===== config.mk =====
export PLATFORM = sky130hd
export DESIGN_NAME = gqtl_sat_add
export DESIGN_NICKNAME = d
export VERILOG_FILES = /design/src/design/gqtl_pkg.sv /design/src/design/gqtl_sat_add.sv
export SDC_FILE = /design/constraint.sdc
export NUM_CORES = 1
export LEC_CHECK = 0
export BUFFER_PORTS_ARGS = -buffer_cell sky130_fd_sc_hd__buf_2
export CORE_MARGIN = 4
export CORE_UTILIZATION = 55
export DETAILED_ROUTE_END_ITERATION = 16
export PLACE_DENSITY = 0.91
export SLEW_MARGIN = 25
export SYNTH_ARGS = -nofsm -noshare
export SYNTH_HDL_FRONTEND = slang
export SYNTH_SLANG_ARGS = --single-unit

===== constraint.sdc =====
create_clock -name vclk -period 6.9
set_input_delay 0.69 -clock vclk [all_inputs]
set_output_delay 0.69 -clock vclk [all_outputs]
set_load 0.05 [all_outputs]

===== src/design/gqtl_pkg.sv =====
// Shared constants, glyph record and adder request types for the glyph quad layout block.
`default_nettype none
package gqtl_pkg;

	localparam int GLYPH_COUNT = 256;
	localparam int GLYPH_AW    = $clog2(GLYPH_COUNT);
	localparam int VERTS       = 6;

	localparam logic [7:0]  CODE_SPACE   = 8'd32;
	localparam logic [7:0]  CODE_NEWLINE = 8'd10;
	localparam logic [16:0] Q_ONE        = 17'd32768;

	localparam logic [0:0] REG_LINE_HEIGHT   = 1'd0;
	localparam logic [0:0] REG_FIXED_ADVANCE = 1'd1;

	localparam logic [1:0] ADD_RAW = 2'd0;
	localparam logic [1:0] ADD_S16 = 2'd1;
	localparam logic [1:0] ADD_U16 = 2'd2;

	typedef struct packed {
		logic [11:0] width;
		logic [11:0] adv_a;
		logic [11:0] adv_c;
		logic [15:0] x1;
		logic [15:0] x2;
		logic [15:0] y1;
		logic [15:0] y2;
	} glyph_rec_t;

	typedef struct packed {
		logic signed [16:0] a;
		logic signed [16:0] b;
		logic [1:0]         mode;
	} add_req_t;

endpackage
`default_nettype wire


===== src/design/gqtl_sat_add.sv =====
// Shared saturating adder used for every pen and vertex position sum.
`default_nettype none
module gqtl_sat_add
	import gqtl_pkg::*;
(
	input  wire add_req_t    req,
	output logic [15:0]      res
);

	logic signed [17:0] sum;

	always_comb begin
		sum = 18'(req.a) + 18'(req.b);
		case (req.mode)
			ADD_S16: begin
				if (sum > 18'sd32767) begin
					res = 16'h7FFF;
				end else if (sum < -18'sd32768) begin
					res = 16'h8000;
				end else begin
					res = sum[15:0];
				end
			end
			ADD_U16: begin
				if (sum > 18'sd65535) begin
					res = 16'hFFFF;
				end else if (sum < 18'sd0) begin
					res = 16'h0000;
				end else begin
					res = sum[15:0];
				end
			end
			default: begin
				res = sum[15:0];
			end
		endcase
	end

endmodule
`default_nettype wire


==> results of run 1 <==
==> cell families after synthesis <==
| family | synth area share [%] |
|---|---|
| AO/OA/AOI/OAI | 40.3 |
| multiplexers | 0.841 |
| buffers and inverters | 6.62 |
| XOR/XNOR | 11.7 |
| AND/OR/NAND/NOR | 18.9 |
| adder cells (fa/ha/maj) | 21.7 |
==> routing by layer <==
layer,vias to the layer above,GRT usage [%],part of all wire (%)
li1,685,-,-
met1,621,23.8,40
met2,78,43.2,51
met3,11,0.817,7.5
met4,0,4.56,1.6
met5,-,0,0
==> Yosys cell counts, types with 2 or more instances <==
library cell / number
sky130_fd_sc_hd__ha_1: 19
sky130_fd_sc_hd__a21oi_1: 15
sky130_fd_sc_hd__a31oi_1: 11
sky130_fd_sc_hd__inv_1: 11
sky130_fd_sc_hd__o21ai_0: 9
sky130_fd_sc_hd__nand2_1: 8
sky130_fd_sc_hd__nor2_1: 8
sky130_fd_sc_hd__xor2_1: 8
sky130_fd_sc_hd__o211ai_1: 6
sky130_fd_sc_hd__xnor2_1: 6
sky130_fd_sc_hd__nand2b_1: 4
sky130_fd_sc_hd__nand3_1: 4
sky130_fd_sc_hd__o21bai_1: 3
sky130_fd_sc_hd__a211oi_1: 2
sky130_fd_sc_hd__a21o_1: 2
sky130_fd_sc_hd__buf_6: 2
sky130_fd_sc_hd__nor3_1: 2
sky130_fd_sc_hd__nor3_2: 2
sky130_fd_sc_hd__o21a_1: 2
sky130_fd_sc_hd__o31ai_2: 2
==> path summary, 6_finish.rpt <==
check                    from      to  slack (ns)  cells after the start
worst min-delay path  req[20]  res[1]        2.02                      5
worst max-delay path   req[2]  res[6]        2.66                     13
==> power by group through the flow <==
| stage | Clock (mW) | Sequential (mW) | Combinational [mW] |
|---|---|---|---|
| finish | 0 | 0 | 0.246 |
| global route | 0 | 0 | 0.263 |
| CTS | 0 | 0 | 0.245 |
| detailed placement | 0 | 0 | 0.244 |
| global placement | 0 | 0 | 0.239 |
| floorplan | 0 | 0 | 0.195 |
==> area by class of cell <==
type / count / area share, %
multi-input cells: 138 / 76.8
repair buffers: 52 / 18.0
inverters: 11 / 2.85
well taps: 27 / 2.34
==> per-stage QoR <==
step / cell area, sq um / instances
global placement: 1450 / 228
floorplan: 1190 / 153
global route: 1450 / 228
finish: 1450 / 228
CTS: 1450 / 228
detailed placement: 1450 / 228
==> results.txt, run 1 <==
outcome: complete, no violations
share of cells above drive strength 1: 35.8%
row count: 16
leakage: 0.683 nW
post-cts repair resize count: 0
Synth top area share: 20.0%
wire per inst: 14.1 um
Yosys Warn Count: 0
switching share of total power: 68.4%
IO Count: 52
Max-Slew Margin vs Limit: 55.0%
final hold viol count: 0
IR Drop Worst-Case VDD: 0.155 mV
area of all sequential standard cells: 0 sq um
total routing resource utilization after global routing: 21.3%
Max Transition Viols Final: 0
total area of multi-input combinational cells: 0.00111 sq mm
WS Path Type: input port to output port
worst-case hold slack: 2.02 ns
die area: 0.00297 sq mm
post-DP HPWL: 2720 um
dominant delay contributor by cell family on the critical path: compound AO/OA/AOI/OAI gates
share of total power in sequential cells: 0%
final-layout clock buffer total: 0
global-route wire length before repair: 4950 um
Sw Pwr: 0.168 mW
CTS Hold Buffers Added: 0
TritonRoute pass-1 iters: 4
Min-Delay Path Class: input port to output port
syn_nets: 209
Fmax: 0.236 GHz
part of the Yosys area used for sequential elements: 0%
number of DRC violations after detailed routing: 0
commonest non-fill, non-tap cell in the layout: sky130_fd_sc_hd__buf_2
seq_cells: 0
DIE HEIGHT: 54.5 um
cell taking the most area after synthesis: sky130_fd_sc_hd__ha_1
number of failing setup endpoints in the final timing report: 0
slew at the pin closest to its max-slew limit: 0.675 ns
Clock power frac: 0%
via total after detailed routing: 1395
# diodes: 0
CP Data Arrival Time: 3.55 ns
routed vias/inst: 6.12
Total Routed Length: 3210 um
core outline area: 0.00200 sq mm
max_cap viols: 0
main area contributors after synthesis: sky130_fd_sc_hd__ha_1, sky130_fd_sc_hd__a21oi_1, sky130_fd_sc_hd__xor2_1, sky130_fd_sc_hd__a31oi_1, sky130_fd_sc_hd__xnor2_1
Max FO, Critical Path: 15
type of element launching the critical path: input port
largest net degree at the start of global routing: 16
Internal Dissipation: 0.0777 mW
power per cell area: 170 mW/mm^2
cells along the critical path: buf_2 > ha_1 > inv_1 > fa_1 > nor2b_4 > o31ai_2 > a311oi_2 > nor2_1 > a31oi_1 > xnor2_1 > nand3_1 > a31oi_1 > buf_2
Cells after Synth: 153
relative contribution of combinational cells to total power: 100.0%
Antenna Violating Nets Remaining: 0
area added between synthesis and finish: 21.6%
Congestion Overflow GR: 0
Post-Place Worst Slack: 2.70 ns
largest incremental delay on the critical path: 0.45 ns
required time of the critical path: 6.21 ns
power after layout: 0.246 mW
Post-CTS Setup Bufs: 0
Port Buf Inserts: 52
Cell variety after synth: 47
vias in the first global route: 1301
initial core utilization: 59.4%
GPL Wtd Cong: 0.908
NumNets Final: 259
capturing element type of the critical path: output port
antenna violations before repair: 0
Final Core Density: 72.3%
DIE WIDTH: 54.5 um
Critical Path Slowest Stage Cell: sky130_fd_sc_hd__nand3_1
aggregate negative setup slack: 0 ns
Avg Synthesized Cell Area: 7.78 sq um
highest-count cells in the layout ignoring fill and taps: sky130_fd_sc_hd__buf_2, sky130_fd_sc_hd__ha_1, sky130_fd_sc_hd__a21oi_1, sky130_fd_sc_hd__inv_1, sky130_fd_sc_hd__a31oi_1
Iter 0 DRT Violations: 22
RSZ-0062 raised after global routing: false
Filler Cells Inserted: 163
part of the cycle the worst path needs: 61.5%
summed instance area of the synthesized netlist: 0.00119 sq mm
Final Worst Setup Slack: 2.66 ns
min cycle time layout: 4.24 ns
buffers and inverters on the worst path: 3
Note: power is estimated with default switching activity, not from simulation.
==> inputs of run 2 (changes only) <==
CORE_UTILIZATION = 46   (was 55)
PLACE_DENSITY = 0.81   (was 0.91)
clock period = 3.45 ns   (was 6.9 ns; I/O delays follow)
==> results.txt, run 2 (synthesis results as in run 1) <==
CP Data Arrival Time: 3.02 ns
total area of multi-input combinational cells: 0.00121 sq mm
max_cap viols: 0
via total after detailed routing: 1423
Antenna Violating Nets Remaining: 0
total routing resource utilization after global routing: 16.6%
commonest non-fill, non-tap cell in the layout: sky130_fd_sc_hd__buf_2
Total Routed Length: 3430 um
power after layout: 0.570 mW
wire per inst: 14.5 um
area added between synthesis and finish: 39.6%
Filler Cells Inserted: 224
area post-placement: 0.00146 sq mm
buffers and inverters on the worst path: 3
final cell area excluding filler cells: 0.00166 sq mm
Min-Delay Path Class: input port to output port
number of DRC violations after detailed routing: 0
largest net degree at the start of global routing: 16
routed vias/inst: 6.00
dominant delay contributor by cell family on the critical path: compound AO/OA/AOI/OAI gates
number of failing setup endpoints in the final timing report: 0
post-DP HPWL: 2470 um
largest incremental delay on the critical path: 0.41 ns
part of the cycle the worst path needs: 97.4%
highest-count cells in the layout ignoring fill and taps: sky130_fd_sc_hd__buf_2, sky130_fd_sc_hd__ha_1, sky130_fd_sc_hd__a21oi_1, sky130_fd_sc_hd__buf_4, sky130_fd_sc_hd__a31oi_1
outcome: complete, no violations
power per cell area: 343 mW/mm^2
antenna violations before repair: 0
row count: 18
WS Path Type: input port to output port
Max Transition Viols Final: 0
min cycle time layout: 3.36 ns
slew at the pin closest to its max-slew limit: 0.464 ns
leakage: 0.736 nW
aggregate negative setup slack: 0 ns
initial core utilization: 48.0%
DIE HEIGHT: 58.9 um
vias in the first global route: 1248
IR Drop Worst-Case VDD: 0.273 mV
Iter 0 DRT Violations: 74
required time of the critical path: 3.11 ns
capturing element type of the critical path: output port
share of cells above drive strength 1: 41.1%
area of all sequential standard cells: 0 sq um
CTS Hold Buffers Added: 0
Congestion Overflow GR: 0
Critical Path Slowest Stage Cell: sky130_fd_sc_hd__fa_2
DIE WIDTH: 58.9 um
type of element launching the critical path: input port
global-route wire length before repair: 4880 um
GPL Wtd Cong: 0.812
final hold viol count: 0
Max FO, Critical Path: 8
core outline area: 0.00248 sq mm
NumNets Final: 265
Max-Slew Margin vs Limit: 68.9%
IO Count: 52
Fmax: 0.298 GHz
final-layout clock buffer total: 0
die area: 0.00346 sq mm
cells along the critical path: buf_2 > ha_4 > inv_2 > fa_2 > nor2b_4 > o31ai_4 > a311oi_2 > nor3_4 > a21oi_2 > mux2i_4 > o221ai_4 > a31oi_1 > buf_4
TritonRoute pass-1 iters: 4
Port Buf Inserts: 52
# diodes: 0
seq_cells: 0
==> run 2: cell count changes in the layout (fill, tap and decap cells not counted), sizes merged <==
cell / previous run / this run
o221ai: 1 / 2
clkbuf: 0 / 5
==> run 2: layout make-up <==
| cell class | instances | area share (%) |
|---|---|---|
| tap | 30 | 2.26 |
| timing repair buffer | 57 | 22.2 |
| multi-input combinational | 139 | 73.0 |
| inverter | 11 | 2.48 |
==> run 2: through the flow <==
| step | worst slack, ns | std cells | utilization (%) | hold slack, ns |
|---|---|---|---|---|
| final | 0.0899 | 237 | 67.1 | 1.28 |
| after global routing | -0.0662 | 237 | 67.1 | 1.32 |
| after CTS | 0.00824 | 232 | 58.8 | 1.34 |
| after detailed placement | 0.00239 | 232 | 58.8 | 1.33 |
| after global placement | 0.0667 | 232 | 58.8 | 1.34 |
| after floorplan | -0.109 | 153 | - | 1.29 |
==> run 2: where the power goes <==
group          internal (mW)  switching, mW  total [mW]  leakage (nW)
combinational          0.206          0.364       0.570         0.736
clock                      0              0           0             0
sequential                 0              0           0             0
total                  0.206          0.364       0.570         0.736
==> run 2: timing repair <==
action	CTS	global route
setup endpoints to repair	0	15
resized for setup	0	39
setup buffers	0	3
==> run 2: per-layer routing <==
metal  up-vias  track usage (%)  part of all wire, %
met5         -                0                    0
li1        701                -                    -
met2        72             29.3                   50
met3         6            0.658                  7.0
met1       644             23.1                   43
met4         0             1.62                 0.79
==> run 2: worst paths after layout <==
kind,slack (ns),end,cells past startpoint,from
max,0.09,res[11],13,req[2]
min,1.28,res[0],5,req[19]
==> run 2: tightest hold or removal path, stage by stage <==
cell and delay, ns:
sky130_fd_sc_hd__buf_6 0.07, sky130_fd_sc_hd__ha_4 0.19, sky130_fd_sc_hd__inv_1 0.04, sky130_fd_sc_hd__o211ai_1 0.09, sky130_fd_sc_hd__buf_4 0.19
